`src/rtl/udiv_pkg.sv`:
```
// Shared constants and types for the 64-bit unsigned divider.
// Used by udiv_seq and unsigned_divider_64; no dependencies.
`default_nettype none

package udiv_pkg;

  // Width of the operand and result ports.
  localparam int unsigned WORD_W = 64;

  // Default datapath width of the divider.
  localparam int unsigned DATA_WIDTH_DEF = 64;

  // Control strobes from the sequencer to the datapath.
  typedef struct packed {
    logic load;   // capture a new item from the input ports
    logic check;  // resolve the special cases
    logic run;    // perform one restoring step
  } udiv_ctrl_t;

endpackage : udiv_pkg

`default_nettype wire

```
`src/rtl/udiv_step.sv`:
```
// One restoring division step: shift in a dividend bit, trial subtract, keep or restore.
// Purely combinational; used once by unsigned_divider_64 and shared over all steps.
`default_nettype none

module udiv_step #(
  parameter int unsigned DATA_WIDTH = 64
) (
  input  wire logic [DATA_WIDTH-1:0] rem_in,
  input  wire logic                  bit_in,
  input  wire logic [DATA_WIDTH-1:0] divisor_in,
  output logic      [DATA_WIDTH-1:0] rem_out,
  output logic                       take
);

  logic [DATA_WIDTH:0] shifted;
  logic [DATA_WIDTH:0] diff;

  // The bit shifted out of the partial remainder acts as a carry, so the
  // trial subtraction is one bit wider than the datapath.
  assign shifted = {rem_in, bit_in};
  assign diff    = shifted - {1'b0, divisor_in};
  assign take    = ~diff[DATA_WIDTH];
  assign rem_out = take ? diff[DATA_WIDTH-1:0] : shifted[DATA_WIDTH-1:0];

endmodule : udiv_step

`default_nettype wire

```
`src/rtl/udiv_seq.sv`:
```
// Sequencer of the divider: accepts an item, resolves special cases, counts the steps.
// Depends on udiv_pkg for the control struct.
`default_nettype none

module udiv_seq
  import udiv_pkg::*;
#(
  parameter int unsigned DATA_WIDTH = DATA_WIDTH_DEF
) (
  input  wire logic   clk,
  input  wire logic   rst,
  input  wire logic   start,
  input  wire logic   special,
  output udiv_ctrl_t  ctrl,
  output logic        busy,
  output logic        done
);

  localparam int unsigned CNT_W = (DATA_WIDTH > 1) ? $clog2(DATA_WIDTH) : 1;
  localparam logic [CNT_W-1:0] LAST_STEP = CNT_W'(DATA_WIDTH - 1);

  typedef enum logic [1:0] {
    ST_IDLE,
    ST_CHECK,
    ST_RUN,
    ST_DONE
  } seq_state_t;

  seq_state_t       state;
  logic [CNT_W-1:0] cnt;

  // Strobes for the datapath.
  assign ctrl.load  = start & ~busy;
  assign ctrl.check = (state == ST_CHECK);
  assign ctrl.run   = (state == ST_RUN);

  // State, step counter and the registered handshake outputs.
  always_ff @(posedge clk) begin
    if (rst) begin
      state <= ST_IDLE;
      cnt   <= '0;
      busy  <= 1'b0;
      done  <= 1'b0;
    end else begin
      case (state)
        ST_IDLE: begin
          if (start) begin
            state <= ST_CHECK;
            busy  <= 1'b1;
          end
        end
        ST_CHECK: begin
          if (special) begin
            state <= ST_DONE;
            done  <= 1'b1;
          end else begin
            state <= ST_RUN;
            cnt   <= LAST_STEP;
          end
        end
        ST_RUN: begin
          if (cnt == '0) begin
            state <= ST_DONE;
            done  <= 1'b1;
          end else begin
            cnt <= cnt - CNT_W'(1);
          end
        end
        ST_DONE: begin
          state <= ST_IDLE;
          done  <= 1'b0;
          busy  <= 1'b0;
        end
        default: begin
          state <= ST_IDLE;
          done  <= 1'b0;
          busy  <= 1'b0;
        end
      endcase
    end
  end

endmodule : udiv_seq

`default_nettype wire

```
`src/rtl/unsigned_divider_64.sv`:
```
// Unsigned divider: one item of dividend and divisor gives quotient, remainder and a
// divide-by-zero flag. An item is taken when start is high and busy is low. A normal
// division first checks for special cases, then gets one quotient bit per cycle from
// the single shared subtract unit, then gives the result in the cycle marked by done.
// A zero divisor, a divisor above the dividend or a divisor of one skips the steps and
// goes straight from the check to the result cycle.
// The result is valid only in the one cycle that done marks and cannot be held off,
// so the receiver must take it then. Busy stays high through the result cycle.
// A zero divisor sets divide_by_zero and returns quotient 0 and the dividend as
// remainder. Operand bits above DATA_WIDTH are ignored.
// Depends on udiv_pkg, udiv_step and udiv_seq.
`default_nettype none

module unsigned_divider_64
  import udiv_pkg::*;
#(
  parameter int unsigned DATA_WIDTH = DATA_WIDTH_DEF
) (
  input  wire logic              clk,
  input  wire logic              rst,
  input  wire logic              start,
  input  wire logic [WORD_W-1:0] dividend,
  input  wire logic [WORD_W-1:0] divisor,
  output logic                   busy,
  output logic                   done,
  output logic      [WORD_W-1:0] quotient,
  output logic      [WORD_W-1:0] remainder,
  output logic                   divide_by_zero
);

  udiv_ctrl_t            ctrl;
  logic                  special;
  logic                  div_zero;
  logic                  div_one;
  logic                  div_above;
  logic [DATA_WIDTH-1:0] quo_reg;   // dividend bits shift out, quotient bits shift in
  logic [DATA_WIDTH-1:0] rem_reg;
  logic [DATA_WIDTH-1:0] dsr_reg;
  logic                  dz_reg;
  logic [DATA_WIDTH-1:0] rem_next;
  logic                  take;

  // Sequencer.
  udiv_seq #(
    .DATA_WIDTH(DATA_WIDTH)
  ) u_seq (
    .clk    (clk),
    .rst    (rst),
    .start  (start),
    .special(special),
    .ctrl   (ctrl),
    .busy   (busy),
    .done   (done)
  );

  // Shared restoring step unit.
  udiv_step #(
    .DATA_WIDTH(DATA_WIDTH)
  ) u_step (
    .rem_in    (rem_reg),
    .bit_in    (quo_reg[DATA_WIDTH-1]),
    .divisor_in(dsr_reg),
    .rem_out   (rem_next),
    .take      (take)
  );

  // Special cases, looked at in the check cycle.
  assign div_zero  = (dsr_reg == '0);
  assign div_one   = (dsr_reg == DATA_WIDTH'(1));
  assign div_above = (dsr_reg > quo_reg);
  assign special   = div_zero | div_one | div_above;

  // Datapath registers.
  always_ff @(posedge clk) begin
    if (ctrl.load) begin
      quo_reg <= dividend[DATA_WIDTH-1:0];
      dsr_reg <= divisor[DATA_WIDTH-1:0];
      rem_reg <= '0;
      dz_reg  <= 1'b0;
    end else if (ctrl.check) begin
      dz_reg <= div_zero;
      if (div_one) begin
        rem_reg <= '0;
      end else if (div_zero | div_above) begin
        rem_reg <= quo_reg;
        quo_reg <= '0;
      end
    end else if (ctrl.run) begin
      rem_reg <= rem_next;
      quo_reg <= {quo_reg[DATA_WIDTH-2:0], take};
    end
  end

  // Result ports, zero-extended to the port width.
  assign quotient       = WORD_W'(quo_reg);
  assign remainder      = WORD_W'(rem_reg);
  assign divide_by_zero = dz_reg;

  // A result only appears while the block is busy.
  assert property (@(posedge clk) disable iff (rst) done |-> busy)
    else $error("done outside a busy period");

  // An accepted item makes the block busy on the next cycle.
  assert property (@(posedge clk) disable iff (rst) (start && !busy) |=> busy)
    else $error("item accepted but block not busy");

  // The strobe lasts exactly one cycle.
  assert property (@(posedge clk) disable iff (rst) done |=> !done)
    else $error("done held for more than one cycle");

  // A division by zero returns a zero quotient.
  assert property (@(posedge clk) disable iff (rst)
    (done && divide_by_zero) |-> (quotient == '0))
    else $error("nonzero quotient on divide by zero");

  // A real division leaves a remainder below the divisor.
  assert property (@(posedge clk) disable iff (rst)
    (done && !divide_by_zero) |-> (rem_reg < dsr_reg))
    else $error("remainder not below divisor");

endmodule : unsigned_divider_64

`default_nettype wire
```
`config.mk`:
```
export PLATFORM = sky130hd
export DESIGN_NAME = unsigned_divider_64
export DESIGN_NICKNAME = d
export VERILOG_FILES = /design/src/rtl/udiv_pkg.sv /design/src/rtl/udiv_step.sv /design/src/rtl/udiv_seq.sv /design/src/rtl/unsigned_divider_64.sv
export SDC_FILE = /design/constraint.sdc
export NUM_CORES = 1
export LEC_CHECK = 0
export ABC_AREA = 1
export BUFFER_PORTS_ARGS = -buffer_cell sky130_fd_sc_hd__buf_2
export CAP_MARGIN = 30
export CORE_MARGIN = 5
export CORE_UTILIZATION = 53
export DETAILED_ROUTE_END_ITERATION = 8
export PLACE_DENSITY_LB_ADDON = 0.2
export SKIP_LAST_GASP = 1
export SYNTH_ARGS = -nofsm -noshare
export SYNTH_HDL_FRONTEND = slang
export SYNTH_SLANG_ARGS = --single-unit
```
`constraint.sdc`:
```
create_clock -name clk -period 5.07 [get_ports clk]
set_clock_uncertainty 0.05 [all_clocks]
set_input_delay 0.507 -clock clk [delete_from_list [all_inputs] [get_ports clk]]
set_output_delay 0.507 -clock clk [all_outputs]
set_load 0.02 [all_outputs]
```
==> out/metrics.yaml, run 1 <==
outcome: "complete, no violations"
power_mw: 13.9
rsz0062_at_grt: "no"
finalCritPeriodShare_pct: 79.4
ant_nets: 0
synthTopCellsByArea: "edfxtp_1 (22%), nand2_1 (20%), inv_1 (11%)"
stdcell_count: 3489
fin_setup_tns_ps: 0
cp-end-kind: "flop"
finalWorstSetupSlack_ps: 1040
totalWireLength_mm: 63.7
fp-row-count: 66
grt_pass1_vias: 18200
arrival_ps: 4490
tightest_slew_ps: 1080
core-area_um2: 32500
synthArstFlopShare_pct: 0
cts_made_buffers: 24
cts_tree: "built"
hpwl_mm: 50.2
diodes: 0
p_per_area_nw_per_um2: 704
place.port_buffers: 261
cts_sinks: 203
syn_nets: 3071
initialDrtViolationCount: 1736
die-height_um: 191
die_w_um: 191
drtPass1Iterations: 5
gp_congestion: 0.996
maxSlewViolCount: 0
startpoint_type: "flop"
synthCells: 2805
crit_slowest_cell: "nand2_1"
ctsResizeCount: 0
post-synth-top-area-cell: "edfxtp_1"
htree_levels: 1
dieArea_um2: 36500
drc_errors: 0
hold_path_class: "primary input to flop"
ios: 262
path_cells: "inv_1 > ha_1 > fa_1 > inv_1 > nand3_1 > nand3_2 > nand2_2 > nand2_2 > nand2_2 > nand2_2 > nand2_2 > nand2_2 > nand2_2 > nand2_2 > nand2_1 > nand2_1 > buf_4 > nor2_1 > nor2_1 > nor2_1 > nor2_1"
ys.flop_type: "edfxtp_1"
cpMostUsedCell: "nand2_2"
clk_path_buf_depth: 3
r2r_setup_slack_ps: 1040
synthTopCellsByCount: "nand2_1 (911), inv_1 (497), nor2_1 (411), nand3_1 (200), ha_1 (134)"
finalHoldViolations: 0
ys_seq_elements: 203
p_leak_nw: 11.2
crit_required_ps: 5540
syn_to_final_growth_pct: 14.0
dp_cells: 3447
initial_utilization_pct: 53.5
yosysWarnings: 0
num-nets-final: 3297
avgViaCountPerCell: 5.40
grt_usage_pct: 34.2
crit_path_max_incr_delay_ps: 680
grt_pass1_wl_mm: 98.5
yosysTopAreaCellShare_pct: 22.1
setup_viol: 0
antenna_found_initial: 0
worst-setup-path-type: "flop to flop"
ys_types: 37
synth.avg_cell_area_um2: 6.19
ys_seq_area_share_pct: 30.8
syn-cell-area_um2: 17400
drive_above_1_share_pct: 11.9
clock.fmax_mhz: 248
cts.clk_slew.worst_paths_ps: 70
ir_worst_vdd_v: 0.000528
synth_most_common_cell: "nand2_1"
clockRootBuffer: "clkbuf_16"
avgRoutedWirePerCell_um: 18.3
dp_slack_ps: 1090
crit_fanout: 26
final_util_pct: 61.0
grt_max_degree: 81
insertion_delay_ps: 580
slew_headroom_pct: 27.4
post-cts-setup-buffers: 0
maxCapViolCount: 0
grt_overflow: 0
vias: 18800
fin_crit_ps: 4030
synth_edf_count: 128
hold_buffers: 0
-- critical path: cells and delay by family, from the launching register on --
| kind | cells | cell delay, ps |
|---|---|---|
| adders and majority gates | 2 | 700 |
| DFF | 1 | 390 |
| and+or+nand+nor | 16 | 2130 |
| buffers and inverters | 3 | 690 |
-- cells in the final DEF (no fill, tap or decap), types with 75 or more instances in the layout --
master    instances
a21oi_1         104
buf_2           261
dfxtp_1          75
edfxtp_1        128
ha_1            132
inv_1           495
nand2_1         908
nand3_1         199
nor2_1          410
o21ai_0         101
-- per-stage QoR --
step	hold slack [ps]	area [um^2]
after global routing	48.2	19800
after CTS	41.4	19800
after global placement	416	19000
final	55.2	19800
after detailed placement	433	19000
after floorplan	396	17400
-- worst paths after layout --
kind / startpoint / endpoint / depth (start not counted)
setup reg to reg: quotient[63] / remainder[23] / 21
hold reg to reg: u_seq.cnt[1] / u_seq.cnt[1] / 2
setup / recovery: quotient[63] / remainder[23] / 21
hold / removal: divisor[8] / dsr_reg[8] / 1
-- layer usage --
layer / vias up / global-route usage (%) / share of wire (%)
met3: 111 / 6.34 / 9.7
met5: - / 0 / 0
met4: 0 / 8.98 / 2.7
met2: 967 / 52.8 / 43
li1: 9154 / - / -
met1: 8595 / 49.6 / 45
-- report_power, final --
part / switching (mW) / internal [mW] / total [mW]
Combinational: 6.36 / 2.77 / 9.12
Clock: 0.751 / 0.952 / 1.70
Sequential: 0.558 / 2.56 / 3.11
-- layout make-up --
type                       instances  area (um^2)
clock buffer                      33          686
clock inverter                     9         78.8
fill                            3072        12600
inverter                         514         1930
multi-input combinational       2011         9780
sequential                       203         5350
tap                              442          553
timing repair buffer             277         1440
-- logic make-up after synthesis --
family	after synthesis	synth area share [%]
XOR/XNOR	31	1.56
adder cells (fa/ha/maj)	135	9.77
flip-flops	203	30.8
AND/OR/NAND/NOR	1610	37.6
AO/OA/AOI/OAI	235	7.20
buffers and inverters	591	13.1
Power figures use the tool's default switching activity.
==> inputs of run 2 (changes only) <==
==> constraint.sdc (replaced) <==
create_clock -name clk -period 3.5 [get_ports clk]
set_clock_uncertainty 0.05 [all_clocks]
set_input_delay 0.35 -clock clk [delete_from_list [all_inputs] [get_ports clk]]
set_output_delay 0.35 -clock clk [all_outputs]
set_load 0.02 [all_outputs]
==> run 2 against run 1 <==
Effect of this change:
- fmax grew 24%
- critical endpoint is now quotient[32]
- first-iteration DRC count down 9.7%
- sequential power rose by 45%
- sequential cell count unchanged
==> out/metrics.yaml, run 2 (synthesis gave the netlist of run 1 again) <==
antenna_found_initial: 0
cts_made_buffers: 23
rsz0062_at_grt: "no"
whs_path_depth: 3
final_common_cell: "nand2_1"
ir_worst_vdd_v: 0.000804
grt_usage_pct: 33.7
gp_congestion: 1.01
nFillCells: 2969
arrival_ps: 3430
insertion_delay_ps: 550
cpMostUsedCell: "nand2_1"
dieArea_um2: 36500
startpoint_type: "flop"
cp-end-kind: "flop"
setup_viol: 0
cts_sinks: 203
p_per_area_nw_per_um2: 972
grt_overflow: 0
die_w_um: 191
grt_max_degree: 67
clk_path_buf_depth: 3
maxCapViolCount: 0
initial_utilization_pct: 53.5
p_leak_nw: 11.5
fin_setup_tns_ps: 0
post-cts-setup-buffers: 0
fin_crit_ps: 3250
r2r_setup_slack_ps: 250
cts.clk_slew.worst_paths_ps: 60
reg2reg_to: "quotient[32]"
num-nets-final: 3371
hold_path_class: "primary input to flop"
tightest_slew_ps: 877
hold_start: "dividend[36]"
vias: 18900
power_mw: 20.0
r2r_start: "quotient[22]"
totalWireLength_mm: 62.7
grt_pass1_wl_mm: 98.3
crit_required_ps: 3680
worst-setup-path-type: "flop to flop"
die-height_um: 191
crit_path_max_incr_delay_ps: 410
grt_pass1_vias: 18300
drtPass1Iterations: 5
initialDrtViolationCount: 1568
maxSlewViolCount: 0
outcome: "complete, no violations"
finalHoldViolations: 0
avgViaCountPerCell: 5.30
finalCritPeriodShare_pct: 92.8
path_cells: "inv_1 > ha_1 > nand2_1 > nor2_1 > nand4_1 > nor2_2 > nand2_1 > nand2_1 > nand2_1 > nand2_1 > nand2_1 > nand3_1 > o21ai_0 > a21oi_4 > buf_12"
core-area_um2: 32500
diodes: 0
ant_nets: 0
avgRoutedWirePerCell_um: 17.6
clock.fmax_mhz: 308
whs_endpoint: "quotient[36]"
place.port_buffers: 261
cts_tree: "built"
crit_fanout: 34
hpwl_mm: 47.4
ios: 262
crit_slowest_cell: "edfxtp_1"
r2r_cells: 15
syn_to_final_growth_pct: 18.5
slew_headroom_pct: 41.5
htree_levels: 1
clockRootBuffer: "clkbuf_16"
drc_errors: 0
layout_common_cells: "nand2_1 (908), inv_1 (495), nor2_1 (409)"
fp-row-count: 66
drive_above_1_share_pct: 11.9
==> run 2: cell count changes in the layout (fill, tap and decap cells not counted), sizes merged <==
cell         change
dlygate4sd3     +65
buf             +10
clkbuf           -1
==> run 2: worst max-delay path by stage <==
stage,from,to,slack (ps),depth (start not counted)
after floorplan,quotient[55],quotient[0],220,12
after global placement,dsr_reg[0],remainder[38],360,21
after detailed placement,quotient[21],quotient[33],260,15
after CTS,quotient[22],quotient[14],210,15
after global routing,quotient[21],remainder[11],50,17
final,quotient[22],quotient[32],250,15
==> run 2: timing repair <==
item                                    4_1_cts  5_1_grt
hold endpoints to repair                     68        0
endpoints found under the setup margin        0       23
resized for setup                             0        3
hold buffers                                 65        0
==> run 2: metal layers <==
layer	up-vias	share of wire [%]	global-route usage [%]
met2	832	45	55.2
met5	-	0	0
met4	0	3.2	10.8
met1	8613	44	46.0
li1	9303	-	-
met3	124	8.0	5.26
==> run 2: metrics by stage <==
step / area [um^2] / utilization, % / hold WS (ps) / setup slack, ps / std cells
detailed placement: 19200 / 59.2 / 435 / 258 / 3457
floorplan: 17400 / - / 369 / 216 / 2805
global route: 20600 / 63.4 / 29.9 / 53.2 / 3563
CTS: 20600 / 63.4 / 13.4 / 209 / 3563
finish: 20600 / 63.4 / 33.8 / 251 / 3563
global placement: 19200 / 59.2 / 411 / 357 / 3457
==> run 2: layout make-up <==
type	count	area, um^2	area share, %
timing repair buffer	352	2260	11.0
clock inverter	9	51.3	0.249
clock buffer	32	639	3.11
multi-input combinational	2011	9800	47.6
inverter	514	1930	9.38
sequential	203	5350	26.0
tap	442	553	2.69
==> run 2: critical path: cells and delay by family (launching register included) <==
family          cells  cell delay [ps]
fa+ha+maj           1              290
simple gates       10             1380
compound gates      2              390
buf+inv             2              360
flops               1              410
==> run 2: where the power goes <==
part           internal (mW)  switching (mW)  leakage, nW
clock                   1.27            1.02        0.337
combinational           4.23            8.96         9.26
sequential              3.70           0.811         1.89
==> inputs of run 3 (changes only) <==
--- a/config.mk
+++ b/config.mk
@@ -9,7 +9,7 @@
 export BUFFER_PORTS_ARGS = -buffer_cell sky130_fd_sc_hd__buf_2
 export CAP_MARGIN = 30
 export CORE_MARGIN = 5
-export CORE_UTILIZATION = 53
+export CORE_UTILIZATION = 45
 export DETAILED_ROUTE_END_ITERATION = 8
 export PLACE_DENSITY_LB_ADDON = 0.2
 export SKIP_LAST_GASP = 1
==> constraint.sdc (replaced) <==
create_clock -name clk -period 2.6 [get_ports clk]
set_clock_uncertainty 0.05 [all_clocks]
set_input_delay 0.26 -clock clk [delete_from_list [all_inputs] [get_ports clk]]
set_output_delay 0.26 -clock clk [all_outputs]
set_load 0.02 [all_outputs]
==> run 3 against run 2 <==
Effect of this change:
- the flow now finishes with violations (negative setup slack)
- register-to-register slack got worse by 650 ps
- utilization grew 5.8 points
- global-route usage down 1.2 points
- largest power group unchanged
==> out/metrics.yaml, run 3 (synthesis gave the netlist of run 1 again) <==
outcome: "complete, but fails checks"
violations: "negative setup slack"
clockRootBuffer: "clkbuf_16"
finalHoldViolations: 0
die_w_um: 206
initial_utilization_pct: 45.2
drc_errors: 0
setup.worst_path.start: "dsr_reg[39]"
r2r_setup_slack_ps: -400
reg2reg_to: "remainder[63]"
dp_cells: 3928
rsz0062_at_grt: "yes"
path_cells: "buf_4 > ha_1 > a21oi_1 > o21a_1 > nand2_1 > nand2_2 > nand2_4 > a21oi_4 > nand2_1 > nand2_2 > buf_6 > nand3_4 > nand2_8 > clkbuf_16 > nand2_1 > nand2_1 > nor2_1"
worst-setup-path-type: "flop to flop"
htree_levels: 1
dieArea_um2: 42600
gp_congestion: 0.968
insertion_delay_ps: 550
grt_max_degree: 129
p_leak_nw: 14.5
startpoint_type: "flop"
p_per_area_nw_per_um2: 1350
die-height_um: 206
grt_pass1_vias: 20400
drive_above_1_share_pct: 28.0
crit_family: "simple AND/OR/NAND/NOR gates"
path_buf_inv: 3
fin_crit_ps: 3000
ir_worst_vdd_v: 0.00107
initialDrtViolationCount: 1830
finalWorstSetupSlack_ps: -402
syn_to_final_growth_pct: 53.1
grt_usage_pct: 32.5
arrival_ps: 3390
path_depth: 17
place.port_buffers: 261
r2r_cells: 17
diodes: 0
avgViaCountPerCell: 5.08
nFillCells: 3184
cts.clk_slew.worst_paths_ps: 60
num-nets-final: 3914
grt_pass1_wl_mm: 109
antenna_found_initial: 2
cp-end-kind: "flop"
final_common_cell: "nand2_1"
ios: 262
hold_path_class: "primary input to flop"
crit_slowest_cell: "edfxtp_1"
avgRoutedWirePerCell_um: 18.1
maxCapViolCount: 0
cpMostUsedCell: "nand2_1"
setup_viol: 137
fin_setup_tns_ps: -42250
tightest_slew_ps: 1020
clk_path_buf_depth: 3
hold_slack_ps: 2.91
stdcell_count: 4181
r2r_start: "dsr_reg[39]"
crit_path_max_incr_delay_ps: 440
hpwl_mm: 51.4
cts_sinks: 203
crit_fanout: 9
crit_path_end: "remainder[63]"
crit_required_ps: 2990
drtPass1Iterations: 5
totalWireLength_mm: 75.6
grt_overflow: 0
cts_tree: "built"
layout_common_cells: "nand2_1 (850), inv_1 (486), buf_4 (440)"
core-area_um2: 38500
slew_headroom_pct: 31.7
dp_slack_ps: -371
clock.fmax_mhz: 333
cts_made_buffers: 24
maxSlewViolCount: 0
ant_nets: 0
finalCritPeriodShare_pct: 115
fp-row-count: 72
vias: 21200
-- run 3: cell count changes in the layout (fill, tap and decap cells not counted), moves of 15 or more --
cell / change
buf_4: +423
dlygate4sd3_1: +63
nand2_1: -58
nor2_1: -48
nand2_2: +40
nor2_2: +33
ha_1: -24
ha_4: +22
a21oi_1: -16
nand2_4: +16
buf_6: +15
nor2_4: +15
-- run 3: layout make-up --
cell class | instances | area [um^2] | area share [%]
multi-input combinational | 2012 | 10800 | 40.5
timing repair buffer | 893 | 7190 | 27.0
sequential | 203 | 5350 | 20.1
inverter | 514 | 1930 | 7.25
clock buffer | 35 | 693 | 2.61
tap | 518 | 648 | 2.44
clock inverter | 6 | 27.5 | 0.103
-- run 3: timing repair --
item                       4_1_cts  5_1_grt
setup endpoints to repair      137      137
gates resized for setup        115      155
pin swaps                       32       91
setup buffers                   28       31
hold endpoints to repair       131        0
hold buffers                   128        0
gates cloned                    15       15
-- run 3: worst min path at each step --
stage            startpoint      endpoint  slack, ps  cells past startpoint
3_5_place_dp    divisor[53]   dsr_reg[53]        390                      1
6_report              start    u_seq.busy          3                      3
2_1_floorplan           rst  u_seq.cnt[0]        280                      1
3_3_place_gp    divisor[34]   dsr_reg[34]        390                      1
4_1_cts        dividend[12]  quotient[12]         10                      3
5_1_grt        dividend[12]  quotient[12]         30                      3
-- run 3: through the flow --
step	total power [mW]	cell area [um^2]	util, %
finish	35.9	26600	69.2
global route	38.3	26600	69.2
CTS	33.1	25500	66.2
detailed placement	26.8	22400	58.1
global placement	26.4	22400	58.1
floorplan	18.1	17400	-
-- run 3: per-layer routing --
metal	track usage, %	vias to the layer above	part of all wire (%)
met2	53.8	856	46
met5	0	-	0.026
met3	5.79	118	8.0
met4	7.68	4	2.5
met1	44.2	9849	44
li1	-	10400	-
-- run 3: report_power, final --
group	leakage [nW]	switching [mW]	total [mW]	internal [mW]
Combinational	12.3	15.5	26.9	11.3
Clock	0.357	1.39	3.22	1.83
Sequential	1.89	0.841	5.80	4.96
Total	14.5	17.8	35.9	18.1
-- run 3: worst register-to-register path, cell delays in order (launching register included) --
cell	delay, ps
edfxtp_1	440
buf_4	170
ha_1	300
a21oi_1	220
o21a_1	190
nand2_1	80
nand2_2	90
nand2_4	90
a21oi_4	180
nand2_1	90
nand2_2	100
buf_6	120
nand3_4	110
nand2_8	240
clkbuf_16	230
nand2_1	70
nand2_1	70
nor2_1	50
